[config.mk]
export PLATFORM = sky130hd
export DESIGN_NAME = protobuf_user_record_decoder_top
export DESIGN_NICKNAME = d
export VERILOG_FILES = /design/src/rtl/pbud_pkg.sv /design/src/rtl/pbud_in_stage.sv /design/src/rtl/pbud_decode.sv /design/src/rtl/pbud_out_buf.sv /design/src/rtl/protobuf_user_record_decoder_top.sv
export SDC_FILE = /design/constraint.sdc
export NUM_CORES = 1
export LEC_CHECK = 0
export BUFFER_PORTS_ARGS = -buffer_cell sky130_fd_sc_hd__buf_2
export CORE_AREA = 2 2 161 163
export DETAILED_ROUTE_END_ITERATION = 10
export DIE_AREA = 0 0 163 165
export SYNTH_ARGS = -nofsm -noshare
export SYNTH_HDL_FRONTEND = slang
export SYNTH_SLANG_ARGS = --single-unit
[constraint.sdc]
create_clock -name clk -period 8.75 [get_ports clk]
set_clock_uncertainty 0.2 [all_clocks]
set_input_delay 0.875 -clock clk [delete_from_list [all_inputs] [get_ports clk]]
set_output_delay 0.875 -clock clk [all_outputs]
set_load 0.01 [all_outputs]
[src/rtl/pbud_pkg.sv]
// Shared types, constants and helpers for the protobuf user record decoder.
// Used by every module of the decoder; no dependencies.
`default_nettype none
package pbud_pkg;

	localparam int unsigned ID_CAP         = 16;
	localparam int unsigned LONG_NAME_CAP  = 40;
	localparam int unsigned SHORT_NAME_CAP = 5;
	localparam int unsigned MAX_MSG_LEN    = 1024;

	localparam int unsigned LEN_W            = 11;
	localparam int unsigned POS_W            = 6;
	localparam int unsigned NRES             = 3;
	localparam int unsigned ACC_W            = 35;
	localparam int unsigned VARINT_DIGIT_W   = 7;
	localparam int unsigned VARINT_MAX_BYTES = 10;

	localparam logic [7:0] CHAR_LO  = 8'h20;
	localparam logic [7:0] CHAR_HI  = 8'h7E;
	localparam logic [6:0] CHAR_SUB = 7'h2E;

	localparam int unsigned SLOT_CHAR    = 0;
	localparam int unsigned SLOT_NAMEEND = 1;
	localparam int unsigned SLOT_SUMMARY = 2;

	typedef enum logic [1:0] {
		KIND_CHAR     = 2'd0,
		KIND_NAME_END = 2'd1,
		KIND_SUMMARY  = 2'd2
	} kind_t;

	typedef enum logic [1:0] {
		SEL_ID    = 2'd0,
		SEL_LONG  = 2'd1,
		SEL_SHORT = 2'd2
	} name_sel_t;

	typedef struct packed {
		logic [7:0] data_byte;
		logic       is_last;
		logic       end_only;
	} in_item_t;

	typedef struct packed {
		kind_t             kind;
		name_sel_t         name_select;
		logic [POS_W-1:0]  position;
		logic [6:0]        char_value;
		logic [31:0]       model_num;
		logic              has_long;
		logic              has_short;
		logic              ok;
	} result_t;

	typedef struct packed {
		logic [NRES-1:0]          mask;
		result_t [NRES-1:0]       slot;
	} result_set_t;

	function automatic logic [POS_W-1:0] name_limit(input name_sel_t sel);
		logic [POS_W-1:0] lim;
		case (sel)
			SEL_ID:    lim = POS_W'(ID_CAP - 1);
			SEL_LONG:  lim = POS_W'(LONG_NAME_CAP - 1);
			SEL_SHORT: lim = POS_W'(SHORT_NAME_CAP - 1);
			default:   lim = POS_W'(SHORT_NAME_CAP - 1);
		endcase
		return lim;
	endfunction

endpackage
`default_nettype wire

[src/rtl/pbud_in_stage.sv]
// Input register of the decoder: captures one byte item per transfer.
// Depends on pbud_pkg.
`default_nettype none
module pbud_in_stage (
	input  wire logic               clk,
	input  wire logic               arst_n,
	input  wire logic               in_valid,
	output logic                    in_stall,
	input  wire logic [7:0]         data_byte,
	input  wire logic               is_last,
	input  wire logic               end_only,
	input  wire logic               advance,
	output logic                    valid_s1,
	output pbud_pkg::in_item_t      item_s1
);

	assign in_stall = valid_s1 && !advance;

	always_ff @(posedge clk or negedge arst_n) begin
		if (!arst_n) begin
			valid_s1 <= 1'b0;
		end else if (!in_stall) begin
			valid_s1 <= in_valid;
		end
	end

	always_ff @(posedge clk) begin
		if (!in_stall && in_valid) begin
			item_s1.data_byte <= data_byte;
			item_s1.is_last   <= is_last;
			item_s1.end_only  <= end_only;
		end
	end

endmodule
`default_nettype wire

[src/rtl/pbud_decode.sv]
// Wire-format decode state and next-state logic; builds up to three results per item.
// Depends on pbud_pkg.
`default_nettype none
module pbud_decode (
	input  wire logic                 clk,
	input  wire logic                 arst_n,
	input  wire pbud_pkg::in_item_t   item,
	input  wire logic                 advance,
	output pbud_pkg::result_set_t     set
);

	typedef enum logic [2:0] {
		PH_TAG   = 3'd0,
		PH_VALUE = 3'd1,
		PH_SIZE  = 3'd2,
		PH_SKIP  = 3'd3,
		PH_NAME  = 3'd4
	} phase_t;

	typedef enum logic [2:0] {
		FLD_OTHER = 3'd0,
		FLD_ID    = 3'd1,
		FLD_LONG  = 3'd2,
		FLD_SHORT = 3'd3,
		FLD_MODEL = 3'd4
	} fld_t;

	localparam int unsigned ACC_W = pbud_pkg::ACC_W;
	localparam int unsigned LEN_W = pbud_pkg::LEN_W;
	localparam int unsigned POS_W = pbud_pkg::POS_W;

	phase_t             phase_q, phase_d;
	logic [ACC_W-1:0]   acc_q, acc_d, acc_n;
	logic               hi_q, hi_d, hi_n;
	logic [3:0]         vb_q, vb_d;
	fld_t               fld_q, fld_d, fld_new;
	logic [LEN_W-1:0]   left_q, left_d;
	logic [POS_W-1:0]   cc_q, cc_d;
	logic [31:0]        model_q, model_d;
	logic               long_q, long_d;
	logic               short_q, short_d;
	logic               err_q, err_d;

	logic [5:0]         sh;
	logic [63:0]        shifted;
	logic [31:0]        fld_num;
	logic               too_big;
	logic               is_name;
	pbud_pkg::name_sel_t sel;
	logic [7:0]         b;

	always_comb begin
		case (fld_q)
			FLD_ID:    sel = pbud_pkg::SEL_ID;
			FLD_LONG:  sel = pbud_pkg::SEL_LONG;
			FLD_SHORT: sel = pbud_pkg::SEL_SHORT;
			default:   sel = pbud_pkg::SEL_ID;
		endcase
	end

	assign is_name = (fld_q == FLD_ID) || (fld_q == FLD_LONG) || (fld_q == FLD_SHORT);
	assign b       = item.data_byte;
	assign sh      = 6'(vb_q) * 6'(pbud_pkg::VARINT_DIGIT_W);
	assign shifted = {57'd0, b[6:0]} << sh;
	assign acc_n   = acc_q | shifted[ACC_W-1:0];
	assign hi_n    = hi_q | (|shifted[63:ACC_W]);
	assign fld_num = acc_n[ACC_W-1:3];
	assign too_big = hi_n || (|acc_n[ACC_W-1:LEN_W])
		|| (acc_n[LEN_W-1:0] > LEN_W'(pbud_pkg::MAX_MSG_LEN));

	always_comb begin
		case (fld_num)
			32'd1:   fld_new = FLD_ID;
			32'd2:   fld_new = FLD_LONG;
			32'd3:   fld_new = FLD_SHORT;
			32'd5:   fld_new = FLD_MODEL;
			default: fld_new = FLD_OTHER;
		endcase
	end

	always_comb begin
		phase_d = phase_q;
		acc_d   = acc_q;
		hi_d    = hi_q;
		vb_d    = vb_q;
		fld_d   = fld_q;
		left_d  = left_q;
		cc_d    = cc_q;
		model_d = model_q;
		long_d  = long_q;
		short_d = short_q;
		err_d   = err_q;
		set     = '0;

		if (!item.end_only && !err_q) begin
			case (phase_q)
				PH_SKIP: begin
					left_d = left_q - LEN_W'(1);
					if (left_d == '0) begin
						phase_d = PH_TAG;
					end
				end
				PH_NAME: begin
					if (cc_q < pbud_pkg::name_limit(sel)) begin
						set.mask[pbud_pkg::SLOT_CHAR]             = 1'b1;
						set.slot[pbud_pkg::SLOT_CHAR].kind        = pbud_pkg::KIND_CHAR;
						set.slot[pbud_pkg::SLOT_CHAR].name_select = sel;
						set.slot[pbud_pkg::SLOT_CHAR].position    = cc_q;
						set.slot[pbud_pkg::SLOT_CHAR].char_value  =
							(b >= pbud_pkg::CHAR_LO && b <= pbud_pkg::CHAR_HI)
							? b[6:0] : pbud_pkg::CHAR_SUB;
						cc_d = cc_q + POS_W'(1);
					end
					left_d = left_q - LEN_W'(1);
					if (left_d == '0) begin
						set.mask[pbud_pkg::SLOT_NAMEEND]             = 1'b1;
						set.slot[pbud_pkg::SLOT_NAMEEND].kind        = pbud_pkg::KIND_NAME_END;
						set.slot[pbud_pkg::SLOT_NAMEEND].name_select = sel;
						set.slot[pbud_pkg::SLOT_NAMEEND].position    = cc_d;
						cc_d    = '0;
						phase_d = PH_TAG;
					end
				end
				default: begin
					if (vb_q >= 4'(pbud_pkg::VARINT_MAX_BYTES)) begin
						err_d = 1'b1;
					end else begin
						acc_d = acc_n;
						hi_d  = hi_n;
						vb_d  = vb_q + 4'd1;
						if (!b[7]) begin
							acc_d   = '0;
							hi_d    = 1'b0;
							vb_d    = '0;
							phase_d = PH_TAG;
							case (phase_q)
								PH_TAG: begin
									fld_d = fld_new;
									if (fld_num == '0) begin
										err_d = 1'b1;
									end else begin
										case (acc_n[2:0])
											3'd0: phase_d = PH_VALUE;
											3'd2: phase_d = PH_SIZE;
											3'd1: begin
												left_d  = LEN_W'(8);
												phase_d = PH_SKIP;
											end
											3'd5: begin
												left_d  = LEN_W'(4);
												phase_d = PH_SKIP;
											end
											default: err_d = 1'b1;
										endcase
									end
								end
								PH_VALUE: begin
									if (fld_q == FLD_MODEL) begin
										model_d = acc_n[31:0];
									end
								end
								default: begin
									if (too_big) begin
										err_d = 1'b1;
									end else if (is_name) begin
										if (fld_q == FLD_LONG) begin
											long_d = |acc_n[LEN_W-1:0];
										end
										if (fld_q == FLD_SHORT) begin
											short_d = |acc_n[LEN_W-1:0];
										end
										cc_d = '0;
										if (acc_n[LEN_W-1:0] == '0) begin
											set.mask[pbud_pkg::SLOT_NAMEEND]      = 1'b1;
											set.slot[pbud_pkg::SLOT_NAMEEND].kind =
												pbud_pkg::KIND_NAME_END;
											set.slot[pbud_pkg::SLOT_NAMEEND].name_select = sel;
										end else begin
											left_d  = acc_n[LEN_W-1:0];
											phase_d = PH_NAME;
										end
									end else if (acc_n[LEN_W-1:0] != '0) begin
										left_d  = acc_n[LEN_W-1:0];
										phase_d = PH_SKIP;
									end
								end
							endcase
						end
					end
				end
			endcase
		end

		if (item.is_last || item.end_only) begin
			set.mask[pbud_pkg::SLOT_SUMMARY]           = 1'b1;
			set.slot[pbud_pkg::SLOT_SUMMARY].kind      = pbud_pkg::KIND_SUMMARY;
			set.slot[pbud_pkg::SLOT_SUMMARY].model_num = model_d;
			set.slot[pbud_pkg::SLOT_SUMMARY].has_long  = long_d;
			set.slot[pbud_pkg::SLOT_SUMMARY].has_short = short_d;
			set.slot[pbud_pkg::SLOT_SUMMARY].ok        =
				!err_d && (phase_d == PH_TAG) && (vb_d == '0);
			phase_d = PH_TAG;
			acc_d   = '0;
			hi_d    = 1'b0;
			vb_d    = '0;
			fld_d   = FLD_OTHER;
			left_d  = '0;
			cc_d    = '0;
			model_d = '0;
			long_d  = 1'b0;
			short_d = 1'b0;
			err_d   = 1'b0;
		end
	end

	always_ff @(posedge clk or negedge arst_n) begin
		if (!arst_n) begin
			phase_q <= PH_TAG;
			acc_q   <= '0;
			hi_q    <= 1'b0;
			vb_q    <= '0;
			fld_q   <= FLD_OTHER;
			left_q  <= '0;
			cc_q    <= '0;
			model_q <= '0;
			long_q  <= 1'b0;
			short_q <= 1'b0;
			err_q   <= 1'b0;
		end else if (advance) begin
			phase_q <= phase_d;
			acc_q   <= acc_d;
			hi_q    <= hi_d;
			vb_q    <= vb_d;
			fld_q   <= fld_d;
			left_q  <= left_d;
			cc_q    <= cc_d;
			model_q <= model_d;
			long_q  <= long_d;
			short_q <= short_d;
			err_q   <= err_d;
		end
	end

endmodule
`default_nettype wire

[src/rtl/pbud_out_buf.sv]
// Result register: holds the results of one item and drains them one per transfer.
// Depends on pbud_pkg.
`default_nettype none
module pbud_out_buf (
	input  wire logic                  clk,
	input  wire logic                  arst_n,
	input  wire logic                  load,
	input  wire pbud_pkg::result_set_t set,
	output logic                       can_load,
	output logic                       out_valid,
	input  wire logic                  out_stall,
	output pbud_pkg::result_t          res,
	output logic                       run_last
);

	localparam int unsigned NRES = pbud_pkg::NRES;

	logic [NRES-1:0]              mask_q;
	pbud_pkg::result_t [NRES-1:0] slot_q;
	logic [NRES-1:0]              pick;
	logic [NRES-1:0]              rest;
	logic                         take;

	assign pick      = mask_q & (~mask_q + NRES'(1));
	assign rest      = mask_q & ~pick;
	assign out_valid = |mask_q;
	assign run_last  = (rest == '0);
	assign take      = out_valid && !out_stall;
	assign can_load  = (mask_q == '0) || (take && run_last);

	always_comb begin
		res = '0;
		for (int i = 0; i < NRES; i++) begin
			if (pick[i]) begin
				res = slot_q[i];
			end
		end
	end

	always_ff @(posedge clk or negedge arst_n) begin
		if (!arst_n) begin
			mask_q <= '0;
		end else if (load) begin
			mask_q <= set.mask;
		end else if (take) begin
			mask_q <= rest;
		end
	end

	always_ff @(posedge clk) begin
		if (load) begin
			slot_q <= set.slot;
		end
	end

endmodule
`default_nettype wire

[src/rtl/protobuf_user_record_decoder_top.sv]
// Top level of the protobuf user record decoder: input register, decode, result register.
// Depends on pbud_pkg, pbud_in_stage, pbud_decode and pbud_out_buf.
//
//   channel | handshake                  | payload
//   in      | in_valid / in_stall        | data_byte, is_last, end_only
//   out     | out_valid / out_stall      | kind .. ok, run_last
//
// One byte item enters per cycle while in_stall is low; an item that makes results holds
// the input until earlier results have drained, one result per transfer.
// Items that make no result pass even while results drain.
// Items pass the input register, the decode logic and the result register in that order.
// Reset (arst_n low) clears the decode state and empties both registers.
`default_nettype none
module protobuf_user_record_decoder_top (
	input  wire logic        clk,
	input  wire logic        arst_n,
	input  wire logic        in_valid,
	output logic             in_stall,
	input  wire logic [7:0]  data_byte,
	input  wire logic        is_last,
	input  wire logic        end_only,
	output logic             out_valid,
	input  wire logic        out_stall,
	output logic [1:0]       kind,
	output logic [1:0]       name_select,
	output logic [5:0]       position,
	output logic [6:0]       char_value,
	output logic [31:0]      model_num,
	output logic             has_long,
	output logic             has_short,
	output logic             ok,
	output logic             run_last
);

	logic                  valid_s1;
	pbud_pkg::in_item_t    item_s1;
	pbud_pkg::result_set_t set;
	pbud_pkg::result_t     res;
	logic                  can_load;
	logic                  advance;
	logic                  load;

	assign advance = valid_s1 && ((set.mask == '0) || can_load);
	assign load    = advance && (set.mask != '0);

	pbud_in_stage u_in (
		.clk       (clk),
		.arst_n    (arst_n),
		.in_valid  (in_valid),
		.in_stall  (in_stall),
		.data_byte (data_byte),
		.is_last   (is_last),
		.end_only  (end_only),
		.advance   (advance),
		.valid_s1  (valid_s1),
		.item_s1   (item_s1)
	);

	pbud_decode u_dec (
		.clk     (clk),
		.arst_n  (arst_n),
		.item    (item_s1),
		.advance (advance),
		.set     (set)
	);

	pbud_out_buf u_out (
		.clk       (clk),
		.arst_n    (arst_n),
		.load      (load),
		.set       (set),
		.can_load  (can_load),
		.out_valid (out_valid),
		.out_stall (out_stall),
		.res       (res),
		.run_last  (run_last)
	);

	assign kind        = res.kind;
	assign name_select = res.name_select;
	assign position    = res.position;
	assign char_value  = res.char_value;
	assign model_num   = res.model_num;
	assign has_long    = res.has_long;
	assign has_short   = res.has_short;
	assign ok          = res.ok;

endmodule
`default_nettype wire

Yosys cells after proc, flatten, opt, wreduce, memory -nomap -nowiden --
Cells that the tools add are included.
Storage, ports and cells: flip-flop bits (word level) 176, bits of input ports 14, word-level logic and storage cells 255
Operators by class: add/subtract/negate cells 4, $mul 1, order comparisons 5, equal/unequal tests 30, shift-type cells 1, mux-type cells 122, bitwise operators 6, reduce and logical (&&, ||, !) cells 57
Operators with widths (number):
- 2-to-1 mux 32 bit | 7
- 2-to-1 mux 35 bit | 5
- 2-to-1 mux 52 bit | 3
- 2-to-1 mux 11 bit | 10
- 2-to-1 mux 6 bit | 12
- equality test 32 x 2 -> 1 bit, second input constant | 2
- << shifter 7 x 6 -> 64 bit | 1
- 2-to-1 mux 3 bit | 19
- case mux 11 bit (2 select lines) | 2
- 2-to-1 mux 1 bit | 41
- 2-to-1 mux 4 bit | 10
- bitwise OR 35 bit | 1
- equality test 32 x 1 -> 1 bit, second input constant | 1
- equality test 32 x 3 -> 1 bit, second input constant | 1
- logical NOT 32 bit | 1
- OR reduction 29 bit | 1
- case mux 6 bit (2 select lines) | 2
- OR reduction 24 bit | 1
- logical NOT 11 bit | 2
- logical NOT 3 bit | 6
- equality test 3 x 2 -> 1 bit, second input constant | 4
- case mux 3 bit (4 select lines) | 1
- > comparator 11 bit, second input constant | 1
- nonzero test 11 bit | 1
- 48 further kinds | 91

Longest topological paths before layout --
Gate-level depths: netlist (run 1).
word-level depth 19, depth in mapped cells 23, gate-level depth less buffers 16

Hierarchy --
From an unflattened synthesis (run 1), not the netlist that was laid out.
Second synthesis, totals: cells, all modules 1419, area total of the unflattened synthesis 14367.5 um^2
Modules (own cells, without submodules):
- pbud_decode | times used 1, cells an instance 988, area each 7707.4 um^2
- pbud_out_buf | times used 1, cells an instance 412, area each 6277.3 um^2
- pbud_in_stage | times used 1, cells an instance 15, area each 357.8 um^2
- protobuf_user_record_decoder_top | times used 1, cells an instance 4, area each 25.0 um^2

Least setup slack after synthesis (run 1) --
No wires, ideal clock.
kind reg2reg, from register u_dec.vb_q[0], to register u_out.slot_q[100] (netlist bit) (enable), arrival time 7181 ps, slack 855 ps, stages on the path, launching flop included 21, clock period less this slack 7895 ps, path through dfrtp_1 buf_2 buf_2 inv_1 fa_1 inv_1 ha_1 inv_1 fa_1 clkbuf_1 buf_1 clkbuf_1 o2111ai_1 o31ai_2 o22ai_1 nand2_1 nor4b_2 a31oi_2 nor2_1 buf_2 a31oi_1
Between the ends: word-level cells in the longest chain between the ends 16
Ends and longest elaborated chain:
- start, declared | line pbud_decode.sv:35 | logic [3:0] vb_q, vb_d;
- start signal, assigned | line pbud_decode.sv:233 | vb_q <= vb_d;
- branches (longest 9 deep; another with > comparator 11 bit)
- 2-to-1 mux 1 bit (*) | line pbud_decode.sv:125 | if (vb_q >= 4'(pbud_pkg::VARINT_MAX_BYTES)) begin
- case mux 1 bit (2 select lines) (*) | line pbud_decode.sv:96 | case (phase_q)
- 2-to-1 mux 2 bit (*) | line pbud_decode.sv:95 | if (!item.end_only && !err_q) begin
- logical NOT 3 bit | line protobuf_user_record_decoder_top.sv:43 | assign advance = valid_s1 && ((set.mask == '0) || can_load);
- logical OR 1 bit | line protobuf_user_record_decoder_top.sv:43
- logical AND 1 bit | line protobuf_user_record_decoder_top.sv:43
- logical AND 1 bit (*) | line protobuf_user_record_decoder_top.sv:44 | assign load = advance && (set.mask != '0);
- via load | line protobuf_user_record_decoder_top.sv:41 | logic load;
- end signal, assigned | line pbud_out_buf.sv:52 | slot_q <= set.slot;
- end, declared | line pbud_out_buf.sv:19 | pbud_pkg::result_t [NRES-1:0] slot_q;
Mark *: on every way through the listed nets, which the timed path passes. A chain may end at the register's enable or synchronous reset.

Final worst setup path (run 1) --
from register u_dec.vb_q[0], to output port in_stall
Between the ends: word-level cells in the longest chain between the ends 17
Ends and longest elaborated chain:
- branches (longest 9 deep; another with > comparator 11 bit)
- 2-to-1 mux 1 bit (*) | line pbud_decode.sv:125
- case mux 1 bit (2 select lines) (*) | line pbud_decode.sv:96
- 2-to-1 mux 2 bit (*) | line pbud_decode.sv:95
- logical NOT 3 bit (*) | line protobuf_user_record_decoder_top.sv:43
- logical OR 1 bit (*) | line protobuf_user_record_decoder_top.sv:43
- logical AND 1 bit (*) | line protobuf_user_record_decoder_top.sv:43
- logical NOT 1 bit (*) | line pbud_in_stage.sv:17 | assign in_stall = valid_s1 && !advance;
- logical AND 1 bit (*) | line pbud_in_stage.sv:17
- end, declared | line protobuf_user_record_decoder_top.sv:18 | output logic in_stall,
Every way passes the cells marked *.

==> results of run 1 <==
==> power by group through the flow <==
stage,combinational (uW),clock [uW],sequential [uW]
floorplan,240,0,917
global placement,352,0,928
detailed placement,351,0,927
CTS,354,789,911
global route,389,828,917
finish,355,778,912
==> cells by family (layout without fill, tap and decap cells) <==
logic type	count (synthesis)	after routing	share of synthesized area, %
AND/OR/NAND/NOR	382	382	19.8
AO/OA/AOI/OAI	310	310	22.7
flip-flops	172	172	46.6
buffers and inverters	106	143	4.53
multiplexers	19	19	2.19
adder cells (fa/ha/maj)	18	18	2.56
XOR/XNOR	18	18	1.58
==> Yosys cell counts (6+ instances only) <==
master / n / area share (%)
a211oi_1: 37 / 2.8
a21oi_1: 49 / 2.5
a22o_1: 16 / 1.4
a22oi_1: 8 / 0.60
a31oi_1: 12 / 0.75
and2_1: 59 / 3.7
and3_1: 6 / 0.38
buf_2: 16 / 0.80
clkbuf_1: 50 / 1.9
dfrtp_1: 102 / 26
edfxtp_1: 70 / 21
ha_1: 14 / 1.8
inv_1: 31 / 1.2
mux2_2: 11 / 1.2
nand2_1: 80 / 3.0
nand2b_1: 10 / 0.63
nand3_1: 21 / 1.1
nand4_1: 11 / 0.69
nor2_1: 108 / 4.1
nor2b_1: 13 / 0.81
nor3_1: 12 / 0.60
nor4_1: 12 / 0.75
o211ai_1: 6 / 0.45
o21a_1: 8 / 0.60
o21ai_0: 24 / 1.2
o22ai_1: 18 / 1.1
o2bb2ai_1: 32 / 2.8
o311ai_0: 7 / 0.61
o31ai_1: 38 / 2.9
or3_1: 9 / 0.56
or4_1: 7 / 0.53
xnor2_1: 12 / 1.1
xor2_1: 6 / 0.53
==> sequential cells by signal, summed over array words and instances, names as in the netlist, 3 cells and up <==
name and flops:
u_dec.vb_q 4, u_dec.left_q 11, u_dec.phase_q 3, u_dec.cc_q 6, u_dec.fld_q 3, u_dec.model_q 32
u_out.slot_q 60, u_in.item_s1 10, u_dec.acc_q 35, u_out.mask_q 3
==> routing by layer <==
metal / track usage (%) / up-vias
met5: 0 / -
met4: 5.75 / 0
met3: 3.29 / 26
met2: 31.2 / 226
met1: 32.4 / 4114
li1: - / 3873
==> layout make-up <==
class                           count  area, um2
Multi-Input combinational cell    747       4920
Tap cell                          330        413
Sequential cell                   172       4650
Timing Repair Buffer               80        433
Clock inverter                     14        139
Fill cell                        2430      13900
Inverter                           31        116
Clock buffer                       18        450
==> stage by stage <==
| stage | hold slack, ns | utilization, % | power (uW) |
|---|---|---|---|
| floorplan | 0.249 | - | 1160 |
| global placement | 0.261 | 42.1 | 1280 |
| detailed placement | 0.272 | 42.1 | 1280 |
| CTS | 0.231 | 44.5 | 2050 |
| global route | 0.249 | 44.5 | 2130 |
| finish | 0.209 | 44.5 | 2040 |
==> worst paths after layout <==
check,to,slack [ns]
max reg2reg,u_dec.model_q[22],2.00
max,in_stall,1.50
min reg2reg,u_dec.model_q[30],0.29
min,u_dec.cc_q[4],0.21
max in group asynchronous,u_dec.left_q[10],6.87
min in group clk,u_dec.model_q[30],0.29
==> results.ini, run 1 <==
[clock_network]
cts_setup_buffers = 0
cts.clk_slew.worst_paths_ns = 0.08
clock_sinks = 172
clockBufferDepth = 2
cts_resized = 0
cts_tree = built
numCtsBuffers = 17
ctsHtreeMaxLevel = 4
root_buffer = clkbuf_16
cts_hold_buf = 0
worstSkewPairLatency_ns = 0.45

[routing]
postRouteAntennaNets = 0
vias_per_cell = 5.92
met3WireLength_mm = 1.32
met2_wirelength_mm = 12.2
post_drt_wl_per_cell_um = 20.0
dr.pass1.iters = 5
drc_errors = 0
routedLengthMet1_mm = 13.8
initialDrtViolationCount = 729
highest_layer = met4
routed_wirelength_mm = 27.8
vias = 8239

[worst_setup_path]
critPathMostFrequentCell = inv_1
critPathMaxStageDelay_ns = 0.92
path_cells = inv_1 > fa_1 > inv_1 > ha_1 > inv_1 > fa_1 > buf_4 > nor3b_1 > a22oi_1 > o311ai_0 > o41ai_1 > nand4_1 > nor3_1 > nand3_1 > a22o_1 > a311oi_1 > buf_2
worst-r2r-cell-count = 16
cp_num_buf_inv = 5
crit_path_start_kind = flip-flop
worst-path-max-fanout = 30
required_ns = 7.68
path_delay_family = compound AO/OA/AOI/OAI gates
timing.rr.start = u_dec.vb_q[0]
path_depth = 17
cpMaxStageDelayCell = dfrtp_1
critPathKind = reg2out
critPathArrivalTime_ns = 6.17
startpoint = u_dec.vb_q[0]
end_kind = primary output

[power]
p_int_uw = 1390
powerDensity_mw_per_mm2 = 184
switching_share_pct = 32.0
p_seq_share_pct = 44.6
p_comb_share_pct = 17.3
clockPowerShare_pct = 38.1
p_leak_uw = 0.00446
max-vdd-ir-drop_uv = 113
netSwitchingPower_uw = 654

[die]
coreArea_mm2 = 0.0250
die-height_um = 165
rows = 58
die-area_mm2 = 0.0269
fp.dieW_um = 163
ios = 69
initial_utilization_pct = 39.9

[hold_path]
hold_path_class = in2async

[sta]
setup_slack_ns = 1.50
finalHoldViolations = 0
tns_ns = 0
slew_viol_final = 0
fin_crit_ns = 7.25
max_clock_freq_mhz = 138
grt_setup_unrepaired = false
max_slew_margin_pct = 18.8
finalSetupViolations = 0
min_period_over_period_pct = 82.8
worstMarginPinSlew_ns = 1.20

[cells_and_area]
fin_cells = 1392
fin_nets = 1081
antennaDiodeCount = 0
final_cell_mix = nor2_1 (107), dfrtp_1 (102), nand2_1 (80)
layout.cells.most_common = nor2_1
design_area_mm2 = 0.0111
drive_above_1_share_pct = 14.5
syn2layout_area_growth_pct = 11.5

[placed_design]
place_area_mm2 = 0.0105
finalWeightedCongestion = 0.950
port_buffers = 68
dp_cells = 1360
pre_cts_slack_ns = 2.07
place_hpwl_mm = 18.7

[yosys]
yosysWarnings = 0
ys_seq_area_share_pct = 46.6
mappedNetlistArea_mm2 = 0.00998
ys_types = 84
synth_ff_type = dfrtp_1
syn-instance-count = 1025
synth_edf_count = 70
syn_area_per_cell_um2 = 9.74
synth_seq_cells = 172
synth_nets = 1057
ys_async_sr_fraction_pct = 59.3

[global_route]
grt_use_total_pct = 21.2
antenna_found_initial = 0
grt_overflow = 0
grt_max_degree = 67
grt_pass1_wl_mm = 44.5
grt_pass1_vias = 7762

[status]
status = finished clean

[run]
max_cap_viol_count = 0

(Power assumes the default switching activity.)
==> inputs of run 2 (changes only) <==
==> constraint.sdc (replaced) <==
create_clock -name clk -period 7.2 [get_ports clk]
set_clock_uncertainty 0.2 [all_clocks]
set_input_delay 0.72 -clock clk [delete_from_list [all_inputs] [get_ports clk]]
set_output_delay 0.72 -clock clk [all_outputs]
set_load 0.01 [all_outputs]
==> results.ini, run 2 (same netlist as run 1, synthesis figures left out) <==
[placed_design]
pre_cts_slack_ns = 1.29  ; was 2.07 ns
finalWeightedCongestion = 0.883  ; was 0.950
dp_cells = 1365  ; was 1360
place_hpwl_mm = 18.7  ; about the same
port_buffers = 68  ; unchanged

[cells_and_area]
layout.cells.most_common = nor2_1  ; unchanged
final_cell_mix = nor2_1 (107), dfrtp_1 (102), nand2_1 (80)  ; unchanged
regMostFlops = u_out.slot_q  ; unchanged
reg_top3 = u_out.slot_q: 60 flops, u_dec.acc_q: 35 flops, u_dec.model_q: 32 flops  ; unchanged
largest_reg_flops = 60  ; unchanged
fin_cells = 1398  ; was 1392
fin_nets = 1086  ; was 1081
syn2layout_area_growth_pct = 12.0  ; was 11.5%
drive_above_1_share_pct = 14.8  ; was 14.5%

[worst_setup_path]
timing.rr.start = u_dec.vb_q[2]  ; was u_dec.vb_q[0]
critPathMostFrequentCell = inv_1  ; unchanged
crit_path_start_kind = flip-flop  ; unchanged
worst-path-max-fanout = 25  ; was 30
critPathKind = reg2out  ; unchanged
startpoint = u_dec.vb_q[2]  ; was u_dec.vb_q[0]
required_ns = 6.28  ; was 7.68 ns
path_cells = inv_1 > fa_1 > inv_1 > ha_1 > inv_1 > fa_1 > buf_4 > nor2b_1 > nand2_1 > o22ai_1 > a2111oi_0 > nand4_1 > nor3_1 > nand3_1 > a22o_1 > a311oi_1 > buf_2  ; was inv_1 > fa_1 > inv_1 > ha_1 > inv_1 > fa_1 > buf_4 > nor3b_1 > a22oi_1 > o311ai_0 > o41ai_1 > nand4_1 > nor3_1 > nand3_1 > a22o_1 > a311oi_1 > buf_2
end_kind = primary output  ; unchanged
critPathArrivalTime_ns = 5.59  ; was 6.17 ns
critPathMaxStageDelay_ns = 0.62  ; was 0.92 ns
cpMaxStageDelayCell = fa_1  ; was dfrtp_1

[sta]
grt_setup_unrepaired = false  ; unchanged
setup_slack_ns = 0.692  ; was 1.50 ns
min_period_over_period_pct = 90.4
max_slew_margin_pct = 12.4  ; was 18.8%
max_clock_freq_mhz = 154
finalSetupViolations = 0  ; unchanged
tns_ns = 0  ; unchanged
finalHoldViolations = 0  ; unchanged
slew_viol_final = 0  ; unchanged
fin_crit_ns = 6.51
worstMarginPinSlew_ns = 1.30  ; was 1.20 ns

[hold_path]
hold_path_class = in2async  ; unchanged

[routing]
vias_per_cell = 5.84  ; was 5.92
postRouteAntennaNets = 0  ; unchanged
initialDrtViolationCount = 871  ; was 729
vias = 8162  ; was 8239
routed_wirelength_mm = 27.8  ; about the same
drc_errors = 0  ; unchanged
dr.pass1.iters = 5  ; unchanged
post_drt_wl_per_cell_um = 19.9  ; was 20.0 um

[clock_network]
root_buffer = clkbuf_16  ; unchanged
worstSkewPairLatency_ns = 0.44  ; was 0.45 ns
cts_hold_buf = 0  ; unchanged
cts_resized = 0  ; unchanged
clockBufferDepth = 2  ; unchanged
cts_tree = built  ; unchanged
cts_setup_buffers = 0  ; unchanged
numCtsBuffers = 17  ; unchanged
clock_sinks = 172  ; unchanged
ctsHtreeMaxLevel = 4  ; unchanged
cts.clk_slew.worst_paths_ns = 0.08  ; about the same

[power]
p_leak_uw = 0.00448  ; was 0.00446 uW
max-vdd-ir-drop_uv = 124  ; was 113 uV
powerDensity_mw_per_mm2 = 223  ; was 184 mW/mm2

[global_route]
grt_pass1_vias = 7701  ; was 7762
grt_pass1_wl_mm = 44.9  ; was 44.5 mm
grt_overflow = 0  ; unchanged
antenna_found_initial = 0  ; unchanged
grt_max_degree = 66  ; was 67
grt_use_total_pct = 21.4  ; was 21.2%

[die]
die-area_mm2 = 0.0269  ; unchanged
coreArea_mm2 = 0.0250  ; unchanged
ios = 69  ; unchanged
fp.dieW_um = 163  ; unchanged
initial_utilization_pct = 39.9  ; unchanged
die-height_um = 165  ; unchanged
rows = 58  ; unchanged

[status]
status = finished clean  ; unchanged

[run]
max_cap_viol_count = 0  ; unchanged

[run 2: layout make-up]
class | instances | area, um2
Clock inverter | 14 | 149
Sequential cell | 172 | 4650
Fill cell | 2412 | 13900
Multi-Input combinational cell | 747 | 4920
Clock buffer | 18 | 439
Tap cell | 330 | 413
Timing Repair Buffer | 85 | 483
Inverter | 31 | 116
Antenna cell | 1 | 2.50
[run 2: final timing paths]
path,end,slack (ns),cells past startpoint
worst max register to register,u_dec.cc_q[3],1.43,15
max in group asynchronous,u_dec.cc_q[3],5.47,2
worst max-delay path,in_stall,0.69,17
worst min-delay path,u_dec.model_q[4],0.06,1
worst min register to register,u_dec.acc_q[11],0.28,2
min in group clk,u_in.item_s1[7],0.25,1
[run 2: metrics by stage]
| step | hold slack, ns | instance area (um2) | total power [uW] | util (%) |
|---|---|---|---|---|
| floorplan | 0.224 | 9990 | 1400 | - |
| global placement | 0.266 | 10600 | 1560 | 42.3 |
| detailed placement | 0.268 | 10600 | 1560 | 42.3 |
| CTS | 0.0854 | 11200 | 2510 | 44.6 |
| global route | 0.0957 | 11200 | 2590 | 44.6 |
| finish | 0.0627 | 11200 | 2490 | 44.7 |
[run 2: per-layer routing]
layer	part of all wire (%)	track usage, %	vias to the layer above	wire, um
met2	45	32.0	196	12400
met3	3.9	2.79	25	1090
met1	50	32.8	4045	14000
met4	1.1	4.91	0	299
met5	0	0	-	0
li1	-	-	3896	-
[run 2: worst max-delay path: cells and delay by family (launching register included)]
kind,cells,cell delay (ns)
AO/OA/AOI/OAI,4,1.44
AND/OR/NAND/NOR,5,1.10
buffers and inverters,5,0.88
flip-flops,1,0.47
adder cells (fa/ha/maj),3,1.25
[run 2: power by group]
group | internal [uW] | switching (uW)
Sequential | 1070 | 32.0
Clock | 500 | 449
Combinational | 138 | 300
Total | 1710 | 781
==> inputs of run 3 (changes only) <==
--- a/config.mk
+++ b/config.mk
@@ -6,9 +6,9 @@
 export NUM_CORES = 1
 export LEC_CHECK = 0
 export BUFFER_PORTS_ARGS = -buffer_cell sky130_fd_sc_hd__buf_2
-export CORE_AREA = 2 2 161 163
+export CORE_AREA = 2 2 132 199
 export DETAILED_ROUTE_END_ITERATION = 10
-export DIE_AREA = 0 0 163 165
+export DIE_AREA = 0 0 134 201
 export SYNTH_ARGS = -nofsm -noshare
 export SYNTH_HDL_FRONTEND = slang
 export SYNTH_SLANG_ARGS = --single-unit
==> results.ini, run 3 (same netlist as run 1, synthesis figures left out) <==
[status]
status = finished clean  ; unchanged

[cells_and_area]
reg_top3 = u_out.slot_q: 60 flops, u_dec.acc_q: 35 flops, u_dec.model_q: 32 flops  ; unchanged
layout.cells.most_common = nor2_1  ; unchanged
largest_reg_flops = 60  ; unchanged
n_fill_cell = 2471  ; was 2412
final_cell_mix = nor2_1 (107), dfrtp_1 (102), nand2_1 (80)  ; unchanged
antennaDiodeCount = 0  ; was 1
regMostFlops = u_out.slot_q  ; unchanged
drive_above_1_share_pct = 15.4  ; was 14.8%
fin_nets = 1093  ; was 1086
syn2layout_area_growth_pct = 12.6  ; was 12.0%
fin_util_pct = 44.4  ; was 44.7%

[die]
die-area_mm2 = 0.0269  ; about the same
initial_utilization_pct = 39.4  ; was 39.9%
coreArea_mm2 = 0.0253  ; was 0.0250 mm2
rows = 72  ; was 58
die-height_um = 201  ; was 165 um
fp.dieW_um = 134  ; was 163 um
ios = 69  ; unchanged

[routing]
vias_per_cell = 5.86  ; was 5.84
vias = 8247  ; was 8162
drc_errors = 0  ; unchanged
initialDrtViolationCount = 583  ; was 871
routed_wirelength_mm = 28.9  ; was 27.8 mm
dr.pass1.iters = 5  ; unchanged
postRouteAntennaNets = 0  ; unchanged
post_drt_wl_per_cell_um = 20.5  ; was 19.9 um

[global_route]
grt_use_total_pct = 21.9  ; was 21.4%
grt_pass1_wl_mm = 45.6  ; was 44.9 mm
grt_overflow = 0  ; unchanged
antenna_found_initial = 0  ; unchanged
grt_max_degree = 77  ; was 66
grt_pass1_vias = 8054  ; was 7701

[worst_setup_path]
r2r_end = u_dec.phase_q[1]  ; was u_dec.cc_q[3]
critPathKind = reg2out  ; unchanged
startpoint = u_dec.vb_q[1]  ; was u_dec.vb_q[2]
cp-endpoint = in_stall  ; unchanged
critPathArrivalTime_ns = 5.47  ; was 5.59 ns
worst-r2r-cell-count = 15  ; unchanged
ff2ff_setup_slack_ns = 1.50  ; was 1.43 ns
end_kind = primary output  ; unchanged
worst-path-max-fanout = 11  ; was 25
required_ns = 6.28  ; about the same
crit_path_start_kind = flip-flop  ; unchanged
timing.rr.start = u_dec.vb_q[1]  ; was u_dec.vb_q[2]

[sta]
slew_viol_final = 0  ; unchanged
max_slew_margin_pct = 20.0  ; was 12.4%
finalHoldViolations = 0  ; unchanged
finalSetupViolations = 0  ; unchanged
max_clock_freq_mhz = 157  ; was 154 MHz
grt_setup_unrepaired = false  ; unchanged
tns_ns = 0  ; unchanged
worstMarginPinSlew_ns = 1.19  ; was 1.30 ns
min_period_over_period_pct = 88.7  ; was 90.4%
fin_crit_ns = 6.39  ; was 6.51 ns

[power]
p_leak_uw = 0.00452  ; was 0.00448 uW
powerDensity_mw_per_mm2 = 221  ; was 223 mW/mm2
max-vdd-ir-drop_uv = 181  ; was 124 uV

[placed_design]
place_hpwl_mm = 20.7  ; was 18.7 mm
port_buffers = 68  ; unchanged
finalWeightedCongestion = 0.927  ; was 0.883

[hold_path]
hold_path_class = in2reg  ; was in2async

[run]
max_cap_viol_count = 0  ; unchanged

[clock_network]
worstSkewPairLatency_ns = 0.46  ; was 0.44 ns
ctsHtreeMaxLevel = 4  ; unchanged
cts_tree = built  ; unchanged
root_buffer = clkbuf_16  ; unchanged
cts.clk_slew.worst_paths_ns = 0.07  ; was 0.08 ns
clock_sinks = 172  ; unchanged
clockBufferDepth = 2  ; unchanged
numCtsBuffers = 17  ; unchanged
cts_resized = 0  ; unchanged

==> run 3: layout make-up <==
type	instances	area, um2	area share (%)
clock buffer	18	439	3.91
clock inverter	14	151	1.35
inverter	31	116	1.04
multi-input combinational	747	4920	43.8
sequential	172	4650	41.4
tap	333	417	3.71
timing repair buffer	92	538	4.79
==> run 3: power by group <==
| group | internal, uW | leakage (uW) | total (uW) | switching (uW) |
|---|---|---|---|---|
| registers | 1070 | 0.00211 | 1110 | 32.1 |
| logic | 142 | 0.00212 | 447 | 305 |
| clock network | 499 | 0.000291 | 932 | 432 |
| total | 1720 | 0.00452 | 2480 | 769 |
==> run 3: how the worst min path moves through the flow <==
stage                    start              end  slack, ns  cells past startpoint
6_report          data_byte[1]  u_in.item_s1[3]       0.24                      1
5_1_grt           data_byte[1]  u_in.item_s1[3]       0.23                      1
4_1_cts           data_byte[2]  u_in.item_s1[4]       0.22                      1
3_5_place_dp   u_dec.acc_q[26]  u_dec.acc_q[26]       0.27                      2
3_3_place_gp   u_dec.acc_q[25]  u_dec.acc_q[25]       0.26                      2
2_1_floorplan           arst_n   u_dec.acc_q[0]       0.22                      0
==> run 3: routing by layer <==
layer  GRT usage, %  routed length, um  vias to the layer above
met1           25.7              11400                     4034
met3           3.01               1100                       69
met2           38.9              15200                      224
met5              0                  0                        -
li1               -                  -                     3920
met4           11.0               1210                        0
==> run 3: repair_timing <==
item / CTS / global route
hold buffers: 1 / 0
buffers inserted: 0 / 0
hold endpoints to repair: 24 / 0
==> run 3: per-stage QoR <==
stage	hold WS (ns)	power [uW]	worst slack, ns	cells	area, um2
6_report	0.243	2480	0.812	1407	11200
5_1_grt	0.231	2590	0.427	1407	11200
4_1_cts	0.223	2510	0.755	1407	11200
3_5_place_dp	0.267	1570	1.28	1374	10600
3_3_place_gp	0.264	1570	1.40	1374	10600
2_1_floorplan	0.224	1400	0.573	1025	9990
==> run 3: worst max-delay path: stages (launching register included) <==
cell	delay (ns)
dfrtp_1	0.53
inv_1	0.12
fa_1	0.52
inv_1	0.04
ha_1	0.45
nor2b_1	0.24
a222oi_1	0.73
o22ai_1	0.30
nor4_4	0.42
o2111ai_1	0.16
nor3_1	0.38
nand3_1	0.20
a22o_1	0.29
a311oi_1	0.42
buf_2	0.22
